$ cat src/ddfp_pkg.sv
// ----------------------------------------------------------------------------
// Decimal field parser package
// Shared constants, register indexes and configuration type.
// ----------------------------------------------------------------------------
package ddfp_pkg;

   localparam int FRAME_BYTES_DEF = 128;
   localparam int FIELD_CHARS_DEF = 5;

   localparam int BYTE_W    = 8;
   localparam int COUNT_W   = 3;
   localparam int FIELDS_W  = 5;
   localparam int SKIP_W    = 4;
   localparam int ACC_W     = 17;
   localparam int PROD_W    = 20;
   localparam int DIGIT_W   = 4;
   localparam int POINT_W   = 2;
   localparam int CHAN_W    = 6;
   localparam int VALUE_W   = 21;
   localparam int CSR_IDX_W = 2;
   localparam int CSR_DAT_W = 5;

   localparam logic [BYTE_W-1:0] CHAR_SEP   = 8'h5F;  // '_'
   localparam logic [BYTE_W-1:0] CHAR_PLUS  = 8'h2B;  // '+'
   localparam logic [BYTE_W-1:0] CHAR_MINUS = 8'h2D;  // '-'
   localparam logic [BYTE_W-1:0] CHAR_POINT = 8'h2E;  // '.'
   localparam logic [BYTE_W-1:0] CHAR_ZERO  = 8'h30;  // '0'
   localparam logic [BYTE_W-1:0] CHAR_NINE  = 8'h39;  // '9'

   localparam logic [ACC_W-1:0]  INT_LIMIT  = 17'd99999;
   localparam logic [BYTE_W-1:0] FRAME_OVER = 8'hFF;

   // fraction progress of the open field
   localparam logic [POINT_W-1:0] PT_NONE  = 2'd0;
   localparam logic [POINT_W-1:0] PT_SEEN  = 2'd1;
   localparam logic [POINT_W-1:0] PT_TAKEN = 2'd2;

   localparam logic [SKIP_W-1:0]   HEADER_SKIP_RST  = 4'd4;
   localparam logic [FIELDS_W-1:0] FIELD_COUNT_RST  = 5'd12;
   localparam logic [FIELDS_W-1:0] CHANNEL_BASE_RST = 5'd0;

   typedef enum logic [CSR_IDX_W-1:0] {
      CSR_HEADER_SKIP  = 2'd0,
      CSR_FIELD_COUNT  = 2'd1,
      CSR_CHANNEL_BASE = 2'd2
   } csr_reg_type;

   typedef struct packed {
      logic [SKIP_W-1:0]   header_skip;
      logic [FIELDS_W-1:0] field_count;
      logic [FIELDS_W-1:0] channel_base;
   } cfg_type;

endpackage

$ cat src/ddfp_field_scan.sv
// ----------------------------------------------------------------------------
// Decimal field parser: field scanner
// Holds the frame and field state and scans one byte per step, producing at
// most one decoded field.
// ----------------------------------------------------------------------------
module ddfp_field_scan #(
   parameter int FRAME_BYTES = ddfp_pkg::FRAME_BYTES_DEF,
   parameter int FIELD_CHARS = ddfp_pkg::FIELD_CHARS_DEF
) (
   input  logic                               clock,
   input  logic                               reset,
   input  logic                               step,
   input  logic [ddfp_pkg::BYTE_W-1:0]        data_byte,
   input  logic                               frame_start,
   input  logic                               frame_end,
   input  ddfp_pkg::cfg_type                  cfg,
   output logic                               emit,
   output logic [ddfp_pkg::CHAN_W-1:0]        channel,
   output logic signed [ddfp_pkg::VALUE_W-1:0] value_tenths
);

   localparam logic [ddfp_pkg::BYTE_W-1:0]  FRAME_LIMIT = ddfp_pkg::BYTE_W'(FRAME_BYTES);
   localparam logic [ddfp_pkg::COUNT_W-1:0] CHAR_LIMIT  = ddfp_pkg::COUNT_W'(FIELD_CHARS);

   logic [ddfp_pkg::BYTE_W-1:0]   byte_index_ff, byte_index_in;
   logic [ddfp_pkg::COUNT_W-1:0]  char_count_ff, char_count_in;
   logic [ddfp_pkg::FIELDS_W-1:0] fields_done_ff, fields_done_in;
   logic [ddfp_pkg::ACC_W-1:0]    accum_ff, accum_in;
   logic [ddfp_pkg::DIGIT_W-1:0]  tenths_ff, tenths_in;
   logic [ddfp_pkg::POINT_W-1:0]  point_ff, point_in;
   logic                          negative_ff, negative_in;
   logic                          stopped_ff, stopped_in;

   // state after frame start, then after the character is fed
   logic [ddfp_pkg::BYTE_W-1:0]   bi0;
   logic [ddfp_pkg::COUNT_W-1:0]  cc0, cc1;
   logic [ddfp_pkg::FIELDS_W-1:0] fd0;
   logic [ddfp_pkg::ACC_W-1:0]    acc0, acc1;
   logic [ddfp_pkg::DIGIT_W-1:0]  td0, td1;
   logic [ddfp_pkg::POINT_W-1:0]  pt0, pt1;
   logic                          neg0, neg1, stop0, stop1;

   logic                          active, feed, emit_mid, emit_end, is_digit;
   logic [ddfp_pkg::DIGIT_W-1:0]  digit;
   logic [ddfp_pkg::PROD_W-1:0]   acc_prod;
   logic [ddfp_pkg::VALUE_W-1:0]  mag;

   always_comb begin
      if (frame_start) begin
         bi0   = '0;
         fd0   = '0;
         cc0   = '0;
         acc0  = '0;
         td0   = '0;
         pt0   = ddfp_pkg::PT_NONE;
         neg0  = 1'b0;
         stop0 = 1'b0;
      end else begin
         bi0   = byte_index_ff;
         fd0   = fields_done_ff;
         cc0   = char_count_ff;
         acc0  = accum_ff;
         td0   = tenths_ff;
         pt0   = point_ff;
         neg0  = negative_ff;
         stop0 = stopped_ff;
      end
   end

   assign active = (bi0 < FRAME_LIMIT) && (bi0 != ddfp_pkg::FRAME_OVER) &&
                   (fd0 < cfg.field_count) &&
                   (bi0 >= ddfp_pkg::BYTE_W'(cfg.header_skip));
   assign feed   = active && (data_byte != ddfp_pkg::CHAR_SEP) && (cc0 < CHAR_LIMIT);

   assign is_digit = (data_byte >= ddfp_pkg::CHAR_ZERO) && (data_byte <= ddfp_pkg::CHAR_NINE);
   assign digit    = ddfp_pkg::DIGIT_W'(data_byte - ddfp_pkg::CHAR_ZERO);
   assign acc_prod = (ddfp_pkg::PROD_W'(acc0) << 3) + (ddfp_pkg::PROD_W'(acc0) << 1) +
                     ddfp_pkg::PROD_W'(digit);

   // feed one character into the open field
   always_comb begin
      cc1   = cc0;
      acc1  = acc0;
      td1   = td0;
      pt1   = pt0;
      neg1  = neg0;
      stop1 = stop0;
      if (feed) begin
         cc1 = cc0 + 1'b1;
         if (!stop0) begin
            if ((cc0 == '0) &&
                (data_byte == ddfp_pkg::CHAR_PLUS || data_byte == ddfp_pkg::CHAR_MINUS)) begin
               neg1 = (data_byte == ddfp_pkg::CHAR_MINUS);
            end else if (is_digit) begin
               if (pt0 == ddfp_pkg::PT_NONE) begin
                  if (acc_prod > ddfp_pkg::PROD_W'(ddfp_pkg::INT_LIMIT)) begin
                     acc1 = ddfp_pkg::INT_LIMIT;
                  end else begin
                     acc1 = acc_prod[ddfp_pkg::ACC_W-1:0];
                  end
               end else if (pt0 == ddfp_pkg::PT_SEEN) begin
                  td1 = digit;
                  pt1 = ddfp_pkg::PT_TAKEN;
               end
            end else if (data_byte == ddfp_pkg::CHAR_POINT && pt0 == ddfp_pkg::PT_NONE) begin
               pt1 = ddfp_pkg::PT_SEEN;
            end else begin
               stop1 = 1'b1;
            end
         end
      end
   end

   // a field closes on a separator or full field, or on the last byte of the frame
   assign emit_mid = active && !feed;
   assign emit_end = frame_end && !emit_mid && (cc1 != '0) && (fd0 < cfg.field_count);
   assign emit     = emit_mid || emit_end;

   assign mag = (ddfp_pkg::VALUE_W'(acc1) << 3) + (ddfp_pkg::VALUE_W'(acc1) << 1) +
                ddfp_pkg::VALUE_W'(td1);
   assign value_tenths = neg1 ? -mag : mag;
   assign channel      = ddfp_pkg::CHAN_W'(cfg.channel_base) + ddfp_pkg::CHAN_W'(fd0);

   always_comb begin
      fields_done_in = emit ? fd0 + 1'b1 : fd0;
      byte_index_in  = (bi0 != ddfp_pkg::FRAME_OVER) ? bi0 + 1'b1 : bi0;
      char_count_in  = cc1;
      accum_in       = acc1;
      tenths_in      = td1;
      point_in       = pt1;
      negative_in    = neg1;
      stopped_in     = stop1;
      if (emit || frame_end) begin
         char_count_in = '0;
         accum_in      = '0;
         tenths_in     = '0;
         point_in      = ddfp_pkg::PT_NONE;
         negative_in   = 1'b0;
         stopped_in    = 1'b0;
      end
      if (frame_end) begin
         byte_index_in = ddfp_pkg::FRAME_OVER;
      end
   end

   always_ff @(posedge clock) begin
      if (reset) begin
         byte_index_ff  <= '0;
         char_count_ff  <= '0;
         fields_done_ff <= '0;
         accum_ff       <= '0;
         tenths_ff      <= '0;
         point_ff       <= ddfp_pkg::PT_NONE;
         negative_ff    <= 1'b0;
         stopped_ff     <= 1'b0;
      end else if (step) begin
         byte_index_ff  <= byte_index_in;
         char_count_ff  <= char_count_in;
         fields_done_ff <= fields_done_in;
         accum_ff       <= accum_in;
         tenths_ff      <= tenths_in;
         point_ff       <= point_in;
         negative_ff    <= negative_in;
         stopped_ff     <= stopped_in;
      end
   end

endmodule

$ cat src/delimited_decimal_field_parser.sv
// ----------------------------------------------------------------------------
// Delimited decimal field parser
// Splits a received frame into '_'-separated decimal fields and returns each
// as a channel number and a value in tenths.
// ----------------------------------------------------------------------------
// Takes one frame byte per cycle while the input is not stalled, and passes
// the byte that closes a field through the input register and the scanner
// logic into the result register as a field value. A byte
// that closes no field leaves no result. The result register frees the input
// side, so bytes keep flowing while a result waits until one that closes a
// field reaches the input register; that byte is held there, and the input
// stalls, until the waiting result is taken. Configuration writes are always
// ready and should be made while the parser is idle.
// ----------------------------------------------------------------------------
module delimited_decimal_field_parser #(
   parameter int FRAME_BYTES = ddfp_pkg::FRAME_BYTES_DEF,
   parameter int FIELD_CHARS = ddfp_pkg::FIELD_CHARS_DEF
) (
   input  logic                                clock,
   input  logic                                reset,
   input  logic                                req_valid,
   output logic                                req_stall,
   input  logic [ddfp_pkg::BYTE_W-1:0]         req_data_byte,
   input  logic                                req_frame_start,
   input  logic                                req_frame_end,
   output logic                                rsp_valid,
   input  logic                                rsp_stall,
   output logic [ddfp_pkg::CHAN_W-1:0]         rsp_channel,
   output logic signed [ddfp_pkg::VALUE_W-1:0] rsp_value_tenths,
   input  logic                                csr_valid,
   output logic                                csr_ready,
   input  logic [ddfp_pkg::CSR_IDX_W-1:0]      csr_index,
   input  logic [ddfp_pkg::CSR_DAT_W-1:0]      csr_wdata
);

   ddfp_pkg::cfg_type cfg_ff;

   logic                               in_valid_ff;
   logic [ddfp_pkg::BYTE_W-1:0]        in_byte_ff;
   logic                               in_start_ff;
   logic                               in_end_ff;

   logic                               rsp_valid_ff;
   logic [ddfp_pkg::CHAN_W-1:0]        rsp_channel_ff;
   logic signed [ddfp_pkg::VALUE_W-1:0] rsp_value_ff;

   logic                               advance;
   logic                               out_free;
   logic                               scan_emit;
   logic [ddfp_pkg::CHAN_W-1:0]        scan_channel;
   logic signed [ddfp_pkg::VALUE_W-1:0] scan_value;

   assign csr_ready = 1'b1;

   always_ff @(posedge clock) begin
      if (reset) begin
         cfg_ff.header_skip  <= ddfp_pkg::HEADER_SKIP_RST;
         cfg_ff.field_count  <= ddfp_pkg::FIELD_COUNT_RST;
         cfg_ff.channel_base <= ddfp_pkg::CHANNEL_BASE_RST;
      end else if (csr_valid && csr_ready) begin
         unique case (csr_index)
            ddfp_pkg::CSR_HEADER_SKIP:
               cfg_ff.header_skip <= csr_wdata[ddfp_pkg::SKIP_W-1:0];
            ddfp_pkg::CSR_FIELD_COUNT:
               cfg_ff.field_count <= csr_wdata;
            ddfp_pkg::CSR_CHANNEL_BASE:
               cfg_ff.channel_base <= csr_wdata;
            default: begin
               // unmapped index: drop the write
            end
         endcase
      end
   end

   // the held item moves on unless it has a field to hand over and the result
   // register is still full
   assign out_free  = !rsp_valid_ff || !rsp_stall;
   assign advance   = in_valid_ff && (!scan_emit || out_free);
   assign req_stall = in_valid_ff && !advance;

   always_ff @(posedge clock) begin
      if (reset) begin
         in_valid_ff <= 1'b0;
      end else if (!req_stall) begin
         in_valid_ff <= req_valid;
      end
   end

   always_ff @(posedge clock) begin
      if (req_valid && !req_stall) begin
         in_byte_ff  <= req_data_byte;
         in_start_ff <= req_frame_start;
         in_end_ff   <= req_frame_end;
      end
   end

   ddfp_field_scan #(
      .FRAME_BYTES(FRAME_BYTES),
      .FIELD_CHARS(FIELD_CHARS)
   ) u_scan (
      .clock       (clock),
      .reset       (reset),
      .step        (advance),
      .data_byte   (in_byte_ff),
      .frame_start (in_start_ff),
      .frame_end   (in_end_ff),
      .cfg         (cfg_ff),
      .emit        (scan_emit),
      .channel     (scan_channel),
      .value_tenths(scan_value)
   );

   always_ff @(posedge clock) begin
      if (reset) begin
         rsp_valid_ff <= 1'b0;
      end else if (advance && scan_emit) begin
         rsp_valid_ff <= 1'b1;
      end else if (!rsp_stall) begin
         rsp_valid_ff <= 1'b0;
      end
   end

   always_ff @(posedge clock) begin
      if (advance && scan_emit) begin
         rsp_channel_ff <= scan_channel;
         rsp_value_ff   <= scan_value;
      end
   end

   assign rsp_valid        = rsp_valid_ff;
   assign rsp_channel      = rsp_channel_ff;
   assign rsp_value_tenths = rsp_value_ff;

   a_stall_needs_item: assert property (@(posedge clock) disable iff (reset)
      req_stall |-> in_valid_ff)
      else $error("input stalled with no item held");

   a_result_from_scan: assert property (@(posedge clock) disable iff (reset)
      $rose(rsp_valid_ff) |-> $past(advance && scan_emit))
      else $error("result appeared without a closed field");

   a_no_overwrite: assert property (@(posedge clock) disable iff (reset)
      (advance && scan_emit) |-> out_free)
      else $error("field written over a waiting result");

   a_value_range: assert property (@(posedge clock) disable iff (reset)
      rsp_valid_ff |-> (rsp_value_ff <= 21'sd999999 && rsp_value_ff >= -21'sd999999))
      else $error("field value out of range");

endmodule

$ cat config.mk
export PLATFORM = sky130hd
export DESIGN_NAME = delimited_decimal_field_parser
export DESIGN_NICKNAME = d
export VERILOG_FILES = /design/src/ddfp_pkg.sv /design/src/ddfp_field_scan.sv /design/src/delimited_decimal_field_parser.sv
export SDC_FILE = /design/constraint.sdc
export NUM_CORES = 1
export LEC_CHECK = 0
export BUFFER_PORTS_ARGS = -buffer_cell sky130_fd_sc_hd__buf_2
export CORE_ASPECT_RATIO = 1.75
export CORE_UTILIZATION = 45
export DETAILED_ROUTE_END_ITERATION = 6
export GPL_TIMING_DRIVEN = 0
export PLACE_DENSITY = 0.68
export SYNTH_ARGS = -nofsm -noshare
export SYNTH_HDL_FRONTEND = slang
export SYNTH_SLANG_ARGS = --single-unit
$ cat constraint.sdc
create_clock -name clock -period 7.8 [get_ports clock]
set_input_delay 1.56 -clock clock [delete_from_list [all_inputs] [get_ports clock]]
set_output_delay 1.56 -clock clock [all_outputs]
set_load 0.05 [all_outputs]
==> flow_summary.toml <==
[placed_design]
port_buffers = 49
finalWeightedCongestion = 0.9529
dp.final_hpwl_um = 16120
postPlaceCellArea_um2 = 8120

[cts]
clk-insertion-delay-late_ps = 360
cts_made_buffers = 9
cts.hold.buffers_added = 0
ctsRootBufferMaster = "clkbuf_16"
number_of_sinks_handled_by_clock_tree_synthesis = 94
clock_path_buffers = 2
h_tree_depth_reported_by_cts = 3
tritoncts_clock_tree = "yes"
clk_pin_slew_ps = 70

[logic_synthesis]
syn_inst = 884
ys_seq_area_frac = 0.2972
syn-num-nets = 994
number_of_unique_standard_cell_types_used_by_synthesis = 91
average_size_of_a_mapped_cell_um2 = 8.572
most_frequent_cell_after_synthesis = "nor2_1"
mappedNetlistArea_um2 = 7577
synth_top_cell_by_area = "dfxtp_1"
synth-simple-area-share = 0.2102
synth-compound-area-share = 0.2272
yosys-top-cells-count = "nor2_1 (102), ha_1 (84), nand2_1 (70)"
synth-warning-count = 0
asyncSetResetFlopFracSynth = 0
synth.top_cell.area_share = 0.1506
synth_top_family_by_area = "compound AO/OA/AOI/OAI gates"
synthFlopType = "dfxtp_1"
yosys-mux-area-fraction = 0.01585
synth_xor_area_frac = 0.06011
synth_edf_count = 37
synth_seq_cells = 94
synth-adder-area-share = 0.1493
yosys-top-cells-area = "dfxtp_1 (15%), edfxtp_1 (15%), ha_1 (14%)"

[power_and_ir_drop]
ir_worst_vdd_mv = 0.1092
total_leakage_power_nw = 3.882
finalPower_mw = 1.135
powerDensity_nw_per_um2 = 130.6

[die]
num_rows = 62
pin_count = 52
die_height_um = 173.7
dieArea_um2 = 17380
die-width_um = 100.1
initial_core_util = 0.4607
placeableCoreArea_um2 = 16450

[global_routing]
grt_util_all_layers = 0.2416
grt.overflow.total = 0
grt_util_met1 = 0.2418
grt_start_max_net_pins = 17
first_pass_grt_wire_length_um = 33180
grt_pass1_vias = 6814
antenna_found_initial = 0
grtUsageMet2 = 0.4664
globalRouteMet3Util = 0.02419
grt_busiest_layer = "met2"

[timing]
max_freq_mhz = 133.2
slew_viol_final = 0
tightest_slew_ps = 1235
period_needed_ps = 7505
fin_crit_sh = 0.9622
worst_hold_slack_ps = 458.1
fin_hold_viols = 0
clock-skew-final_ps = 16.12
setup-violations-final = 0
headroom_to_the_max_slew_limit = 0.1637

[setup_path]
worst-endpoint-required_ps = 7890
setup.worst_path.end_class = "flip-flop"
cp_slowest_stage_delay_ps = 540
worst-path-max-fanout = 10
timing.critical_path.arrival_ps = 7590
critical_path.startpoint_type = "flip-flop"
path_class = "flip-flop to flip-flop"
path_buf_inv = 4
cp_top_family = "compound AO/OA/AOI/OAI gates"
cpMostUsedCell = "ha_1"
critical_path.slowest_cell = "fa_1"

[drt]
drt-vias-per-instance = 5.879
drc = 0
wl_um = 20330
vias = 6919
detail-route-antenna-nets = 0
post_drt_wl_per_cell_um = 17.27
first_iter_violations = 392
drt_first_pass_iters = 5

[finish]
antenna_cells_inserted = 0
area_growth_syn_to_layout_pct = 14.65
drive_above_1_share = 0.1553
num-nets-final = 1058
finish.instance_area_um2 = 8687

[flow_run]
timing.max_cap.violations = 0

[status]
status = "finished clean"

[min_path]
min-delay-path-class = "flip-flop to flip-flop"
==> kinds of logic after synthesis <==
logic type               Yosys count
AND/OR/NAND/NOR                  320
AO/OA/AOI/OAI                    244
flip-flops                        94
adder cells (fa/ha/maj)           88
buffers and inverters             73
XOR/XNOR                          52
multiplexers                      12
other                              1
==> power breakdown <==
group,internal [mW],switching [mW],leakage [nW]
Sequential,0.523,0.00923,0.834
Clock,0.269,0.203,0.152
Combinational,0.0433,0.0871,2.90
==> layer usage <==
| metal | vias to the layer above | part of all wire |
|---|---|---|
| met4 | 0 | 0.055 |
| met1 | 3273 | 0.36 |
| met2 | 176 | 0.55 |
| met5 | - | 0 |
| li1 | 3405 | - |
| met3 | 65 | 0.030 |
==> cells in the final DEF (no fill, tap or decap), types with 14 or more instances in the layout <==
cell type,n
edfxtp_1,37
ha_1,83
dfxtp_1,57
buf_2,52
xnor2_1,38
nand2_1,70
nor3_1,29
nand3_1,14
a21oi_1,37
nor2b_1,21
inv_1,43
nor2_1,97
o21ai_0,55
==> sequential cells by signal (all words and copies together), names as in the netlist <==
name,count
in_byte_ff,8
in_end_ff,1
rsp_value_tenths,21
rsp_valid,1
u_scan.negative_ff,1
u_scan.accum_ff,17
cfg_ff,14
u_scan.stopped_ff,1
in_valid_ff,1
u_scan.point_ff,2
u_scan.fields_done_ff,5
rsp_channel,6
u_scan.tenths_ff,4
u_scan.byte_index_ff,8
in_start_ff,1
u_scan.char_count_ff,3
==> metrics by stage <==
stage | TNS [ps] | util | worst slack, ps | instances
after floorplan | 0 | - | 495.9 | 884
after global placement | -6481 | 0.4927 | -926.4 | 1157
after detailed placement | -7590 | 0.4938 | -1056 | 1158
after CTS | 0 | 0.5218 | 12.24 | 1177
after global routing | -0.6848 | 0.5282 | -0.6848 | 1177
final | 0 | 0.5282 | 294.7 | 1177
==> layout make-up <==
cell class	instances	area [um^2]
fill	1598	7759
clock buffer	10	250.2
buffer	26	147.6
timing repair buffer	56	305.3
tap	224	280.3
inverter	44	165.2
multi-input combinational	717	5219
clock inverter	6	67.56
sequential	94	2252
==> worst paths after layout <==
check                                  start                              end  slack [ps]  cells past startpoint
min          u_scan.accum_ff[2]$_SDFFE_PP0P_  u_scan.accum_ff[2]$_SDFFE_PP0P_         460                      2
max                    in_start_ff$_DFFE_PP_   rsp_value_tenths[16]$_DFFE_PP_         290                     28
max reg2reg            in_start_ff$_DFFE_PP_   rsp_value_tenths[16]$_DFFE_PP_         290                     28
min reg2reg  u_scan.accum_ff[2]$_SDFFE_PP0P_  u_scan.accum_ff[2]$_SDFFE_PP0P_         460                      2
==> worst reg2reg max path: cells and delay by family, from the launching register on <==
kind	cells	cell delay (ps)
compound gates	11	2100
flops	1	430
fa+ha+maj	5	1720
buf+inv	4	640
xor+xnor	2	300
simple gates	6	2030
==> timing repair <==
action                                  in CTS  in global routing
pin swaps                                    1                  3
gates cloned                                 0                  0
hold endpoints to repair                     0                  0
endpoints found under the setup margin      14                  7
resized for setup                           27                 35
buffers inserted                             5                  1
Note: power is estimated with default switching activity, not from simulation.
